$ cat config.mk
export PLATFORM = sky130hd
export DESIGN_NAME = psp_row_ram
export DESIGN_NICKNAME = d
export VERILOG_FILES = /design/src/rtl/psp_row_ram.sv
export SDC_FILE = /design/constraint.sdc
export NUM_CORES = 1
export LEC_CHECK = 0
export BUFFER_PORTS_ARGS = -buffer_cell sky130_fd_sc_hd__buf_2
export CORE_ASPECT_RATIO = 1.75
export CORE_MARGIN = 10
export CORE_UTILIZATION = 45
export DETAILED_ROUTE_END_ITERATION = 12
export GPL_TIMING_DRIVEN = 0
export SYNTH_ARGS = -nofsm -noshare
export SYNTH_HDL_FRONTEND = slang
export SYNTH_SLANG_ARGS = --single-unit
$ cat constraint.sdc
create_clock -name clk -period 3.2 [get_ports clk]
set_input_delay 0.48 -clock clk [delete_from_list [all_inputs] [get_ports clk]]
set_output_delay 0.48 -clock clk [all_outputs]
set_load 0.02 [all_outputs]
$ cat src/rtl/psp_row_ram.sv
// generic single-port-write, single-port-read row memory, registered read
// no dependencies
`default_nettype none

module psp_row_ram #(
    parameter int WIDTH  = 32,
    parameter int DEPTH  = 32,
    parameter int ADDR_W = $clog2(DEPTH)
) (
    input  wire logic              clk,
    input  wire logic              we,
    input  wire logic [ADDR_W-1:0] waddr,
    input  wire logic [WIDTH-1:0]  wdata,
    input  wire logic              re,
    input  wire logic [ADDR_W-1:0] raddr,
    output logic      [WIDTH-1:0]  rdata
);

    logic [WIDTH-1:0] mem [DEPTH];

    always_ff @(posedge clk)
    begin
        if (we)
        begin
            mem[waddr] <= wdata;
        end
    end

    always_ff @(posedge clk)
    begin
        if (re)
        begin
            rdata <= mem[raddr];
        end
    end

endmodule

`default_nettype wire

# Word level (Yosys, flattened, before mapping)
# Memory sizes are Yosys's and may differ from the RTL's. A register that Yosys moved wholly into a read port is not among the register bits.
# Cells that the tools add are included.
dict set report word_totals {
  reg_bits 0
  mem_bits_rw 1024
  n_memories 1
}
dict set report op_classes {
  mux 2
}
# name depth word_bits read_ports rd_ports_with_merged_regs wr line
set mem_list {}
lappend mem_list {mem 32 32 1 1 1 19} ;# logic [WIDTH-1:0] mem [DEPTH];
# cell n
set ops {}
lappend ops {{1-bit 2-to-1 mux} 2}

# Longest topological paths before layout
dict set report depth {
  depth_word 2
  mapped_depth 8
  depth_no_buf 5
}

# Worst setup path before layout
# Ideal clock, no wire load.
dict set report synth_timing {
  kind {input -> register}
  from {input port waddr[1]}
  to {memory mem[12][0], enable pin}
  arrival_ns 2.493
  required_ns 2.779
  slack_ns 0.286
  stages 3
  path_buffers 1
  path_cell_list {or3b_2 > clkbuf_1 > nor2_1}
}
# item line
set synth_lines {}
lappend synth_lines {{start, declared} 12} ;# input wire logic [ADDR_W-1:0] waddr,
lappend synth_lines {{end, declared} 19}
# No word-level cell before the write port.

# Final worst setup path
dict set report layout_timing {
  from {input port waddr[0]}
  to {memory mem[14][4], enable pin}
}
# No word-level cell before the write port.

==> impl_metrics.yaml <==
outcome:
  outcome: "finished clean"
cells_and_area:
  area_growth_pct: 13.4
  layout-drive-gt1-share_pct: 13.4
  num_antenna_cells: 0
  num-nets-final: 2502
die:
  die_h_um: 418
  io_pins: 77
  coreArea_mm2: 0.0902
  dieArea_mm2: 0.104
  rows: 146
  start_util_pct: 45.2
  die_w_um: 248
synthesis:
  synthArstFlopShare_pct: 0
  yosys.area_share.simple_pct: 3.08
  synth.avg_cell_area_um2: 18.1
  muxShareOfSynthArea_pct: 12.6
  synth_top_family_by_area: "multiplexers"
  synth-adder-area-share_pct: 0
  yosysMostFrequentCell: "edfxtp_1"
  synth_top_area_cell: "edfxtp_1"
  synthTopCellsByArea: "edfxtp_1 78%, mux2i_1 13%, a22oi_1 1.8%"
  synth-xor-area-share_pct: 0
  synth_edf_count: 1056
  synth_seq_area_share_pct: 77.7
  synth_top_area_share_pct: 77.7
  synthesis.nets: 2305
  ys_ff_latch: 1056
  yosys_warnings: 0
  syn_area_mm2: 0.0408
  synth_cell_types: 24
  synth-compound-area-share_pct: 4.81
  yosys-top-cells-count: "1,056 x edfxtp_1, 512 x mux2i_1, 98 x nand2_1, 98 x nand3_1"
  synthFlopType: "edfxtp_1"
  postSynthCellCount: 2260
clock_network:
  cts_setup_buffers: 0
  clock_latency_ps: 670
  htree_num_levels: 3
  clock-sinks: 1056
  clkSlewWorstSetupHoldPaths_ps: 70
  ctsResizeCount: 0
  numCtsBuffers: 88
  cts-hold-fix-buffers: 0
  clockBufferDepth: 3
  cts_tree: "built"
  cts_root_buf: "clkbuf_16"
timing:
  hold_viol: 0
  worst_slew_pin_slew_ps: 1260
  setup_viol: 0
  min_period_ps: 2350
  relSlewSlack_pct: 16.0
  timing.fmax_ghz: 0.425
  rsz0062_at_grt: "false"
  whs_ps: 322
  finalMaxSlewViolations: 0
  finClkSkew_ps: 17.3
  period_share_pct: 73.5
  totalNegativeSetupSlack_ps: 0
global_route:
  antenna_found_initial: 8
  track_usage_pct: 19.5
  grt_max_degree: 33
  grt.overflow.total: 0
  grt_pass1_vias: 21900
  grt_pass1_wl_um: 146000
detailed_routing:
  drc_errors: 0
  drtIter0Drc: 1580
  ant_nets: 0
  wl_per_cell_um: 27.3
  first_pass_iters: 5
  vias: 20800
  viasPerCell: 5.59
  routed_wl_um: 101000
setup_path:
  crit_fanout: 18
  setup.worst_path.start_class: "primary input"
  critPathLaunch: "waddr[0]"
  worstPathArrival_ps: 2720
  critPathKind: "in -> reg"
  r2r-start: "mem[7][13]"
  critical_path_required_ps: 3560
  endpoint_kind: "register"
pwr:
  power_mw: 27.4
  peakVddDrop_mv: 0.395
  leakage_nw: 15.9
  pwr_density_cell_mw_per_mm2: 592
place:
  io_buffers: 75
  finalWeightedCongestion: 0.807
  dp_hpwl_um: 70000
worst_hold_path:
  min_path_type: "in -> reg"
  min_from: "wdata[0]"
run:
  maxCapViolCount: 0
[area by class of cell]
class                           instances  area (um2)
Buffer                                127         753
Clock buffer                          114        2410
Clock inverter                         48         308
Fill cell                            7396       44000
Multi-Input combinational cell       1077        8580
Sequential cell                      1056       31700
Tap cell                             1184        1480
Timing Repair Buffer                  107        1040
[state kept, by name, summed over array words and instances (netlist names)]
signal  count
rdata      32
mem      1024
[power by group]
| group | total, mW | switching [mW] | internal (mW) |
|---|---|---|---|
| Sequential | 15.5 | 0.0454 | 15.4 |
| Clock | 10.3 | 4.78 | 5.56 |
| Combinational | 1.57 | 1.09 | 0.484 |
| Total | 27.4 | 5.92 | 21.5 |
[logic make-up (layout without fill, tap and decap cells)]
logic type             count (synthesis)  count (layout)
multiplexers                         512             512
buffers and inverters                127             396
AND/OR/NAND/NOR                      277             277
flip-flops                          1056            1056
AO/OA/AOI/OAI                        288             288
[metal layers]
metal	GRT usage, %	vias to the layer above	part of all wire (%)
li1	-	9388	-
met1	20.4	10700	35
met2	38.2	492	58
met3	2.82	186	3.8
met4	6.99	12	3.0
met5	0	-	0.075
[path summary, 6_finish.rpt]
kind	cells past startpoint	endpoint	slack, ps
hold reg to reg	4	rdata[28]	690
setup reg to reg	5	rdata[13]	1490
setup / recovery	4	mem[14][4]	850
hold / removal	1	mem[9][0]	320
[per-stage QoR]
step | util (%) | setup slack, ps | instances | area [um2]
CTS | 51.3 | 882 | 3713 | 46300
finish | 51.3 | 847 | 3713 | 46300
floorplan | - | 286 | 2260 | 40800
detailed placement | 48.3 | 169 | 3551 | 43600
global placement | 47.3 | -1570 | 3519 | 42700
global route | 51.3 | 797 | 3713 | 46300
[cells in the final DEF, fill, tap and decap left out, types with 33 or more instances in the layout]
cell type,instances
a21oi_1,96
mux2i_1,512
buf_2,101
edfxtp_1,1056
clkbuf_1,67
a22oi_1,96
a22o_1,64
clkbuf_16,93
nand2_1,98
nand3_1,98
buf_4,33
[critical path, cell delays in order]
cell and delay, ps:
buf_2 110, nand3b_1 830, nor2_4 1020, buf_16 240
No activity file was read; power rests on OpenSTA's default activity.
