**config.mk**
```make
export PLATFORM = sky130hd
export DESIGN_NAME = psp_sort_merge
export DESIGN_NICKNAME = d
export VERILOG_FILES = /design/src/rtl/psp_pkg.sv /design/src/rtl/psp_sort_merge.sv
export SDC_FILE = /design/constraint.sdc
export NUM_CORES = 1
export LEC_CHECK = 0
export ABC_AREA = 0
export BUFFER_PORTS_ARGS = -buffer_cell sky130_fd_sc_hd__buf_4
export CORE_AREA = 2 2 139 141
export DETAILED_ROUTE_END_ITERATION = 7
export DIE_AREA = 0 0 141 143
export SLEW_MARGIN = 20
export SYNTH_ARGS = -nofsm -noshare
export SYNTH_HDL_FRONTEND = slang
export SYNTH_SLANG_ARGS = --single-unit
```
**constraint.sdc**
```tcl
create_clock -name vclk -period 3.71
set_input_delay 0.5565 -clock vclk [all_inputs]
set_output_delay 0.5565 -clock vclk [all_outputs]
set_load 0.01 [all_outputs]
```
**src/rtl/psp_pkg.sv**
```systemverilog
// shared types, sizes and codes for the per-unit sorted priority insert block
// no dependencies
`default_nettype none

package psp_pkg;

    localparam int NUM_SORTED_LISTS = 32;
    localparam int SORTED_SLOTS     = 5;
    localparam int NUM_PAIR_LISTS   = 32;
    localparam int PAIR_SLOTS       = 2;

    localparam int SORTED_IDX_W = $clog2(NUM_SORTED_LISTS);
    localparam int PAIR_IDX_W   = $clog2(NUM_PAIR_LISTS);
    localparam int SLOT_W       = $clog2(SORTED_SLOTS);
    localparam int POS_W        = 3;

    localparam logic [7:0] SORTED_BIAS = 8'h6c;
    localparam logic [7:0] PAIR_BIAS   = 8'h8a;

    // list_mode codes, off and spare both ignore requests
    localparam logic [1:0] MODE_OFF    = 2'd0;
    localparam logic [1:0] MODE_PAIR   = 2'd1;
    localparam logic [1:0] MODE_SORTED = 2'd2;
    localparam logic [1:0] MODE_SPARE  = 2'd3;

    // outcome codes
    localparam logic [1:0] OUT_STORED   = 2'd0;
    localparam logic [1:0] OUT_REJECTED = 2'd1;
    localparam logic [1:0] OUT_IGNORED  = 2'd2;
    localparam logic [1:0] OUT_RANGE    = 2'd3;

    // one list entry, same bit layout as the stored word
    typedef struct packed {
        logic [11:0] prim;
        logic [11:0] sec;
        logic [7:0]  tag;
    } entry_t;

    localparam int ENTRY_W = $bits(entry_t);

    typedef entry_t [SORTED_SLOTS-1:0] sorted_row_t;
    typedef entry_t [PAIR_SLOTS-1:0]   pair_row_t;

endpackage

`default_nettype wire

```
**src/rtl/psp_sort_merge.sv**
```systemverilog
// insert position search and shifted row for the sorted lists
// depends on psp_pkg
`default_nettype none

module psp_sort_merge (
    input  wire psp_pkg::sorted_row_t             row,
    input  wire psp_pkg::entry_t                  item,
    output logic                                  found,
    output logic [psp_pkg::SLOT_W-1:0]            pos,
    output psp_pkg::sorted_row_t                  new_row
);

    logic [psp_pkg::SORTED_SLOTS-1:0] beat;

    // item goes ahead of slot j: higher key, or equal key and lower tie breaker
    always_comb
    begin
        for (int j = 0; j < psp_pkg::SORTED_SLOTS; j++)
        begin
            beat[j] = (row[j].prim < item.prim) ||
                      ((row[j].prim == item.prim) && (row[j].sec > item.sec));
        end
    end

    // first slot that the item beats
    always_comb
    begin
        pos = '0;
        for (int j = psp_pkg::SORTED_SLOTS - 1; j >= 0; j--)
        begin
            if (beat[j])
            begin
                pos = psp_pkg::SLOT_W'(j);
            end
        end
        found = |beat;
    end

    always_comb
    begin
        new_row[0] = (pos == '0) ? item : row[0];
        for (int j = 1; j < psp_pkg::SORTED_SLOTS; j++)
        begin
            if (psp_pkg::SLOT_W'(j) < pos)
            begin
                new_row[j] = row[j];
            end
            else if (psp_pkg::SLOT_W'(j) == pos)
            begin
                new_row[j] = item;
            end
            else
            begin
                new_row[j] = row[j-1];
            end
        end
    end

endmodule

`default_nettype wire

```
[Word level (Yosys, flattened, before mapping)]
Cells that the tools add are included.
Word-level totals
  flip-flop bits (word level): 0
  input port bits: 192
Cells by class
  order comparisons: 14
  equal/unequal tests: 9
  reductions and logical operators: 12
  mux-type cells: 14
Operators by type and width (number)
  $mux 32: 9
  $eq 12x12->1: 5
  $gt 12x12->1: 5
  $lt 12x12->1: 5
  $mux 3: 5
  $eq 2x3->1 const A: 2
  $lt 2x3->1 const A: 2
  $logic_and 1x1->1: 5
  $logic_or 1x1->1: 5
  $reduce_or 5->1: 1
  $eq 1x3->1 const A: 1
  $eq 3x3->1 const A: 1
  $logic_not 3->1: 1
  $lt 1x3->1 const A: 1
  $lt 3x3->1 const A: 1

[Logic depth before layout (Yosys ltp)]
Gate-level depths: netlist of run 1.
  depth after elaboration: 11
  depth in mapped cells: 13
  gate-level depth less buffers: 11

[Least setup slack after synthesis of run 1]
No wires, ideal clock.
  path type: in2out
  start: input port item[9] in the netlist's numbering
  end: output port new_row[62] in the netlist's numbering
  setup slack: 0.134 ns
  arrival time: 3.020 ns
  cell stages on the path: 12
  data required time: 3.154 ns
  cells stage by stage: inv_1 ha_1 nor2b_1 o211ai_1 a21oi_1 or3_1 a31oi_1 o21ai_1 inv_1 buf_1 nand2_1 a31oi_1
RTL lines
  start, declared: RTL line psp_sort_merge.sv:7  | input wire psp_pkg::entry_t item,
  end, declared: RTL line psp_sort_merge.sv:10  | output psp_pkg::sorted_row_t new_row

==> metrics.yaml, run 1 <==
routing:
  drtAntennaViolNets: 0
  m1WireLength_mm: 13.07
  routed-via-count: 8123
  viasPerCell: 5.423
  wirelength_mm: 31.33
  wl_met2_mm: 15.46
  drt_iter0_drc: 427
  top_layer: "met4"
  wire_per_inst_um: 20.91
  drc_errors: 0
  drtPass1Iterations: 4
  wl_met3_mm: 2.048
outcome:
  status: "finished, violations left"
  violations: "negative setup slack"
synthesis:
  syn_area_um2: 5455
  synth_nets: 1071
  ys_types: 47
  ys_warn_count: 0
  seq_area_frac_synth_pct: 0
  postSynthCellCount: 759
  syn_avg_cell_area_um2: 7.187
setup_path:
  required_ns: 3.15
  crit_top_cell: "buf_4"
  critPathMaxFanout: 5
  cp_cell_sequence: "buf_4 -> inv_1 -> ha_1 -> nand4_1 -> buf_4 -> a211oi_2 -> a2111o_1 -> buf_4 -> nand2_2 -> o311ai_4 -> buf_6 -> clkbuf_16 -> buf_12 -> nor2_1 -> a31oi_2 -> buf_4"
  cp.arrival_ns: 3.32
  cp_top_family: "buffers and inverters"
  max_stage_delay_ns: 0.34
  critical_path_buf_inv_count: 8
  end_kind: "output port"
  crit_path_top_delay_cell: "o311ai_4"
  critical_path_cell_count: 16
  crit_path_start_kind: "input pin"
  path_class: "in -> out"
hold_path:
  hp-start: "row[7]"
  hold_depth: 3
  hold_path_class: "in -> out"
  hold_path_end: "new_row[7]"
sta:
  max_freq_mhz: 258.1
  slew_headroom_pct: 74.03
  fin_crit_sh_pct: 104.4
  worst_pin_slew_ns: 0.3855
  finalSetupViolCount: 157
  hold_slack_ns: 1.421
  rsz0062_at_grt: "true"
  setup_tns_ns: -14.67
  finalWorstSetupSlack_ns: -0.1641
  drv_slew: 0
  period_minus_slack_ns: 3.874
  hold_violations: 0
layout:
  nets: 1578
  n_clock_buffer: 0
  seqCellArea_um2: 0
  drive_gt1_share_pct: 54.91
  n_antenna_cell: 0
  seq_cell_count: 0
  syn2layout_area_growth_pct: 106.9
  post-route-util_pct: 60.75
run:
  drv_cap: 0
power:
  swShare_pct: 47.59
  ir_drop_v: 0.0001063
  powerDensity_nw_per_um2: 190.0
  power_frac_comb_pct: 100.0
  power_frac_seq_pct: 0
  p_int_mw: 1.124
  power.switching_mw: 1.020
  p_clk_share_pct: 0
  finalPower_mw: 2.144
  p_leak_nw: 5.996
floorplanning:
  start_util_pct: 29.36
  die_w_um: 141
  ioPinCount: 356
  die_height_um: 143
  die_area_um2: 20160
  core_area_um2: 18580
  rows: 50
global_routing:
  track_usage_pct: 27.99
  grt_overflow: 0
  grt_pass1_vias: 8005
  grt_antenna_before_repair: 0
  grt_pass1_wl_mm: 44.42
  grt_max_degree: 33
placed_design:
  numPortBuffers: 348
  dp_hpwl_mm: 23.60
  gp_congestion: 0.9489
  post-place-ws_ns: -0.3938
[timing repair]
| item | in CTS | in global routing |
|---|---|---|
| pin swaps | 26 | 18 |
| gates cloned | 9 | 6 |
| hold buffers | 0 | 0 |
| setup buffers | 18 | 8 |
| endpoints found under the setup margin | 162 | 161 |
| gates resized for setup | 144 | 100 |
[worst max path at each step]
stage / startpoint / endpoint
global route: item[26] / new_row[49]
floorplan: item[9] / new_row[62]
finish: item[26] / new_row[54]
detailed placement: item[31] / new_row[99]
CTS: item[9] / new_row[31]
global placement: item[31] / new_row[99]
[kinds of logic after synthesis]
group                    share of synthesized area, %
AO/OA/AOI/OAI                                   22.61
adder cells (fa/ha/maj)                         27.52
buffers and inverters                           7.225
multiplexers                                    25.02
AND/OR/NAND/NOR                                 17.62
[final cells by class]
cell class                 instances  area [um^2]
fill                            1701         7293
inverter                          59        241.5
multi-input combinational        661         5892
tap                              234        292.8
timing repair buffer             544         4861
[cells in the mapped netlist (3+ instances only)]
| master | n | area (um^2) |
|---|---|---|
| a211oi_1 | 4 | 30.03 |
| a21boi_0 | 3 | 22.52 |
| a21o_1 | 6 | 45.04 |
| a21oi_1 | 48 | 240.2 |
| a22oi_1 | 32 | 240.2 |
| a31oi_1 | 35 | 219.0 |
| and4_1 | 3 | 26.28 |
| buf_1 | 4 | 15.01 |
| buf_2 | 18 | 90.09 |
| clkbuf_1 | 16 | 60.06 |
| ha_1 | 120 | 1501 |
| inv_1 | 59 | 221.5 |
| mux2_1 | 30 | 337.8 |
| mux2_2 | 29 | 326.6 |
| mux2i_1 | 70 | 700.7 |
| nand2_1 | 114 | 427.9 |
| nand3_1 | 16 | 80.08 |
| nand4_1 | 24 | 150.1 |
| nor2_1 | 39 | 146.4 |
| nor2b_1 | 8 | 50.05 |
| o211ai_1 | 7 | 52.55 |
| o21ai_0 | 43 | 215.2 |
[metal layers]
metal | vias to the layer above | global-route usage (%)
li1 | 3854 | -
met1 | 3817 | 35.81
met4 | 0 | 6.947
met2 | 398 | 50.06
met3 | 54 | 3.320
met5 | - | 0
[per-stage QoR]
stage,area (um^2),cells
floorplan,5455,759
global placement,9623,1459
detailed placement,9623,1459
CTS,10550,1486
global route,11290,1498
finish,11290,1498
[cell usage in the layout, fill, tap and decap left out, types with 3 or more instances in the layout]
cell type and instances:
buf_4 459, nand2_1 112, ha_1 102, mux2i_1 63, inv_1 45, buf_6 41
a21oi_1 35, nor2_1 34, a22oi_1 30, mux2_2 28, nand4_1 24, mux2_1 24
buf_12 24, o21ai_1 23, ha_4 18, a31oi_1 15, o21ai_0 14, nand3_1 14
a31oi_4 13, a21oi_2 12, inv_2 9, o211ai_1 7, a31oi_2 7, mux2_4 7
buf_16 7, o21ai_2 6, a21o_1 6, nor2b_1 6, buf_8 6, clkbuf_16 5
nor2_2 4, mux2i_2 4, inv_4 3, a211oi_2 3, mux2i_4 3
[power by group through the flow]
| stage | clock, mW | combinational, mW | sequential, mW |
|---|---|---|---|
| after floorplan | 0 | 0.749 | 0 |
| after global placement | 0 | 1.72 | 0 |
| after detailed placement | 0 | 1.73 | 0 |
| after CTS | 0 | 1.94 | 0 |
| after global routing | 0 | 2.28 | 0 |
| final | 0 | 2.14 | 0 |
Power figures use the tool's default switching activity.
==> inputs of run 2 (changes only) <==
- CORE_AREA: 2 2 139 141 -> 4 4 137 139
==> run 2 against run 1 <==
Routed wire length increased by 2.3%. Largest cell class unchanged. Global-route usage shrank 0.065 points. The flow still finishes with violations (negative setup slack). Cell count is 0.53% lower. Cell area is 1.1% higher. Utilization is 3.9 points higher. Sequential share of layout area did not move. Setup slack worse by 0.089 ns. Total power up 2.4%. Combinational power rose by 3%. First-iteration DRC count grew 3.7%.
==> metrics.yaml, run 2 (synthesis gave the netlist of run 1 again) <==
outcome:
  status: "finished, violations left"
  violations: "negative setup slack"
setup_path:
  path_class: "in -> out"
  required_ns: 3.15
  crit_path_start_kind: "input pin"
  cp_cell_sequence: "buf_8 -> clkinvlp_4 -> buf_4 -> ha_1 -> nand4_1 -> or2_4 -> mux2_4 -> o311ai_4 -> and2_4 -> and2_4 -> nand3_4 -> buf_12 -> buf_12 -> clkbuf_16 -> mux2i_1 -> buf_4"
  crit_path_top_delay_cell: "ha_1"
  cp-startpoint: "item[15]"
  max_stage_delay_ns: 0.33
  end_kind: "output port"
  cp.arrival_ns: 3.41
  critPathMaxFanout: 7
floorplanning:
  die_w_um: 141
  start_util_pct: 30.90
  die_height_um: 143
  rows: 49
  die_area_um2: 20160
  core_area_um2: 17660
  ioPinCount: 356
global_routing:
  track_usage_pct: 27.93
  grt_pass1_wl_mm: 44.77
  grt_pass1_vias: 7929
  grt_overflow: 0
  grt_antenna_before_repair: 0
  grt_max_degree: 31
routing:
  wire_per_inst_um: 21.51
  routed-via-count: 8131
  viasPerCell: 5.457
  wirelength_mm: 32.05
  top_layer: "met4"
  drtAntennaViolNets: 0
  drc_errors: 0
  m1WireLength_mm: 13.09
  drt_iter0_drc: 443
  wl_met2_mm: 15.45
  wl_met3_mm: 2.640
  drtPass1Iterations: 5
placed_design:
  numPortBuffers: 348
  post-place-ws_ns: -0.4238
  gp_congestion: 0.9378
  dp_hpwl_mm: 23.39
  dp.cells: 1447
layout:
  seqCellArea_um2: 0
  seq_cell_count: 0
  final_cells: 1490
  nets: 1575
  layout_commonest_cell: "buf_4"
  drive_gt1_share_pct: 56.54
  final_cell_mix: "438 x buf_4, 107 x nand2_1, 102 x ha_1, 63 x mux2i_1, 55 x buf_6"
  n_antenna_cell: 0
  syn2layout_area_growth_pct: 109.2
  n_clock_buffer: 0
  post-route-util_pct: 64.62
power:
  powerDensity_nw_per_um2: 192.5
  ir_drop_v: 0.0001055
  finalPower_mw: 2.196
  p_leak_nw: 6.065
sta:
  rsz0062_at_grt: "true"
  max_freq_mhz: 252.3
  fin_crit_sh_pct: 106.8
  hold_violations: 0
  setup_tns_ns: -25.57
  worst_pin_slew_ns: 0.4040
  drv_slew: 0
  finalWorstSetupSlack_ns: -0.2528
  finalSetupViolCount: 161
  period_minus_slack_ns: 3.963
  slew_headroom_pct: 72.78
hold_path:
  hp-start: "row[32]"
  hold_path_class: "in -> out"
run:
  drv_cap: 0
run 2: what timing repair did:
action	in CTS	in global routing
endpoints found under the hold margin	0	0
setup endpoints to repair	163	161
gates cloned	11	7
setup buffers	20	10
pin swaps	13	19
resized for setup	166	116
hold buffers	0	0
run 2: path summary, 6_finish.rpt:
kind	to	slack, ns	depth (start not counted)
hold / removal	new_row[64]	1.42	4
setup / recovery	new_row[121]	-0.25	16
run 2: cell type report:
cell class | instances | area (um^2)
fillers | 1518 | 6247
inverters | 59 | 266.5
multi-input cells | 661 | 5908
well taps | 229 | 286.5
repair buffers | 541 | 4949
run 2: power breakdown:
part	leakage (nW)	switching (mW)	internal [mW]
combinational	6.06	1.04	1.15
sequential	0	0	0
clock	0	0	0
total	6.06	1.04	1.15
run 2: per-layer routing:
| layer | vias to the layer above | GRT usage, % |
|---|---|---|
| li1 | 3844 | - |
| met1 | 3790 | 35.77 |
| met2 | 437 | 49.75 |
| met3 | 60 | 3.952 |
| met4 | 0 | 6.323 |
| met5 | - | 0 |
run 2: critical path, delay by kind of cell:
family	cells	cell delay [ns]
muxes	2	0.47
buffers and inverters	7	1.07
and+or+nand+nor	5	0.92
adders and majority gates	1	0.33
AOI/OAI and AO/OA	1	0.06
run 2: stage by stage:
| stage | instance area, um^2 | hold WS (ns) |
|---|---|---|
| after global routing | 11410 | 1.428 |
| after detailed placement | 9564 | 1.416 |
| after global placement | 9564 | 1.411 |
| final | 11410 | 1.417 |
| after floorplan | 5455 | 1.255 |
| after CTS | 10780 | 1.416 |
==> inputs of run 3 (changes only) <==
- ABC_AREA: 0 -> 1
- CORE_AREA: 4 4 137 139 -> 4 4 135 137
- DIE_AREA: 0 0 141 143 -> 0 0 139 141
- PLACE_DENSITY: not set -> 0.69
==> run 3 against run 2 <==
The flow now finishes without violations. Sequential cell count unchanged. Routed wire length decreased by 7.6%. Non-clock buffer count decreased by 136. Cell area decreased by 16%. Critical path depth increased by 2. Sequential share of layout area unchanged. Die area decreased by 2.8%. Critical path type unchanged.
==> metrics.yaml, run 3 <==
placed_design:
  dp_hpwl_mm: 24.53
  gp_congestion: 0.9340
  dp.cells: 1773
  dpl_cell_area_um2: 9359
  numPortBuffers: 348
layout:
  final_cells: 1781
  fin_area_um2: 9547
  drive_gt1_share_pct: 27.44
  seq_cell_count: 0
  final_cell_mix: "500 x nand2_1, 385 x buf_4, 238 x nand3_1, 120 x ha_1, 111 x inv_1"
  n_antenna_cell: 0
  syn2layout_area_growth_pct: 52.66
  n_clock_buffer: 0
  nets: 1870
  fill_cells: 1780
  layout_commonest_cell: "nand2_1"
  seqCellArea_um2: 0
routing:
  viasPerCell: 5.212
  drc_errors: 0
  wirelength_mm: 29.62
  drtPass1Iterations: 5
  drt_iter0_drc: 597
  drtAntennaViolNets: 0
  wire_per_inst_um: 16.63
  routed-via-count: 9283
global_routing:
  grt_overflow: 0
  track_usage_pct: 28.01
  grt_max_degree: 51
  grt_pass1_vias: 8582
  grt_pass1_wl_mm: 45.42
  grt_antenna_before_repair: 0
synthesis:
  synth_fa_ha_area_share_pct: 24.01
  synth_top_family_by_area: "simple AND/OR/NAND/NOR gates"
  syn_avg_cell_area_um2: 5.147
  synth_area_leaders: "nand2_1 30%, ha_1 24%, nand3_1 19%"
  yosysMostFrequentCell: "nand2_1"
  synth_commonest_cells: "503 x nand2_1, 239 x nand3_1, 120 x ha_1"
  synthMuxAreaShare_pct: 0
  synth-compound-area-share_pct: 9.844
  netlist.area_leader.share_pct: 30.19
  ys_types: 26
  synth_top_area_cell: "nand2_1"
  seq_area_frac_synth_pct: 0
  synth_xor_area_share_pct: 0
  ys_warn_count: 0
  syn_area_um2: 6253
  synthSimpleGateAreaFrac_pct: 53.90
  postSynthCellCount: 1215
  synth_nets: 1527
sta:
  setup_tns_ns: 0
  slew_headroom_pct: 73.42
  finalSetupViolCount: 0
  drv_slew: 0
  rsz0062_at_grt: "true"
  max_freq_mhz: 283.5
  period_minus_slack_ns: 3.527
  worst_pin_slew_ns: 0.3946
  hold_violations: 0
  fin_crit_sh_pct: 95.07
setup_path:
  required_ns: 3.15
  critPathMaxFanout: 14
  crit_path_start_kind: "input pin"
  cp.arrival_ns: 2.97
  end_kind: "output port"
  path_class: "in -> out"
power:
  ir_drop_v: 0.0001086
  finalPower_mw: 1.882
  powerDensity_nw_per_um2: 197.1
  p_leak_nw: 5.738
hold_path:
  hold_path_class: "in -> out"
floorplanning:
  die_area_um2: 19600
  die_w_um: 139
  die_height_um: 141
  core_area_um2: 17060
  rows: 48
  start_util_pct: 36.66
  ioPinCount: 356
run:
  drv_cap: 0
cts:
  holdBufCountCts: 0
outcome:
  status: "complete, no violations"
run 3: changes by cell type after synthesis, moves of 11 or more:
cell and change:
nand2_1 +389, mux2i_1 -70, a22oi_1 -32, nand4_1 -11
nand3_1 +223, mux2_2 -29, inv_1 +56, buf_2 +15
mux2_1 -30, a31oi_1 -35
run 3: layer usage:
metal	GRT usage (%)	part of all wire, %
met4	6.746	2.8
met5	0	0
met2	50.60	49
met1	34.88	41
met3	4.410	7.9
run 3: timing repair:
action | in CTS | in global routing
endpoints found under the setup margin | 0 | 160
resized for setup | 0 | 21
setup buffers | 0 | 7
run 3: layout make-up:
type               count  area [um^2]  share of cell area (%)
repair buffers       405         3259                   34.14
well taps            225        281.5                   2.949
inverters            118        457.9                   4.797
multi-input cells   1033         5548                   58.11
run 3: report_power, final:
part           total, mW  leakage [nW]  switching (mW)  internal [mW]
Combinational       1.88          5.74            1.03          0.848
Clock                  0             0               0              0
Sequential             0             0               0              0
run 3: kinds of logic after synthesis:
kind of cell,count (synthesis)
compound gates,111
fa+ha+maj,120
buf+inv,182
simple gates,802
run 3: worst paths after layout:
| check | from | endpoint | cells after the start |
|---|---|---|---|
| max | item[29] | new_row[89] | 18 |
| min | row[5] | new_row[5] | 4 |
run 3: critical path, cell delays in order:
cell,delay (ns)
buf_4,0.10
inv_1,0.13
buf_4,0.18
ha_1,0.29
nand2_1,0.05
nor2_1,0.11
nand2_1,0.12
nor2_1,0.20
nand2_1,0.12
o21ai_4,0.09
buf_4,0.25
nand2_1,0.12
buf_4,0.21
nand2_1,0.07
nand2_1,0.10
nand2_1,0.08
nand2_1,0.06
buf_4,0.14
run 3: stage by stage:
step / util [%] / hold slack [ns] / setup slack (ns)
final: 55.97 / 1.396 / 0.1828
after CTS: 54.87 / 1.397 / 0.03495
after global routing: 55.97 / 1.407 / -0.04564
after detailed placement: 54.87 / 1.396 / 0.03498
after global placement: 54.87 / 1.395 / 0.06530
after floorplan: - / 1.232 / 0.7944
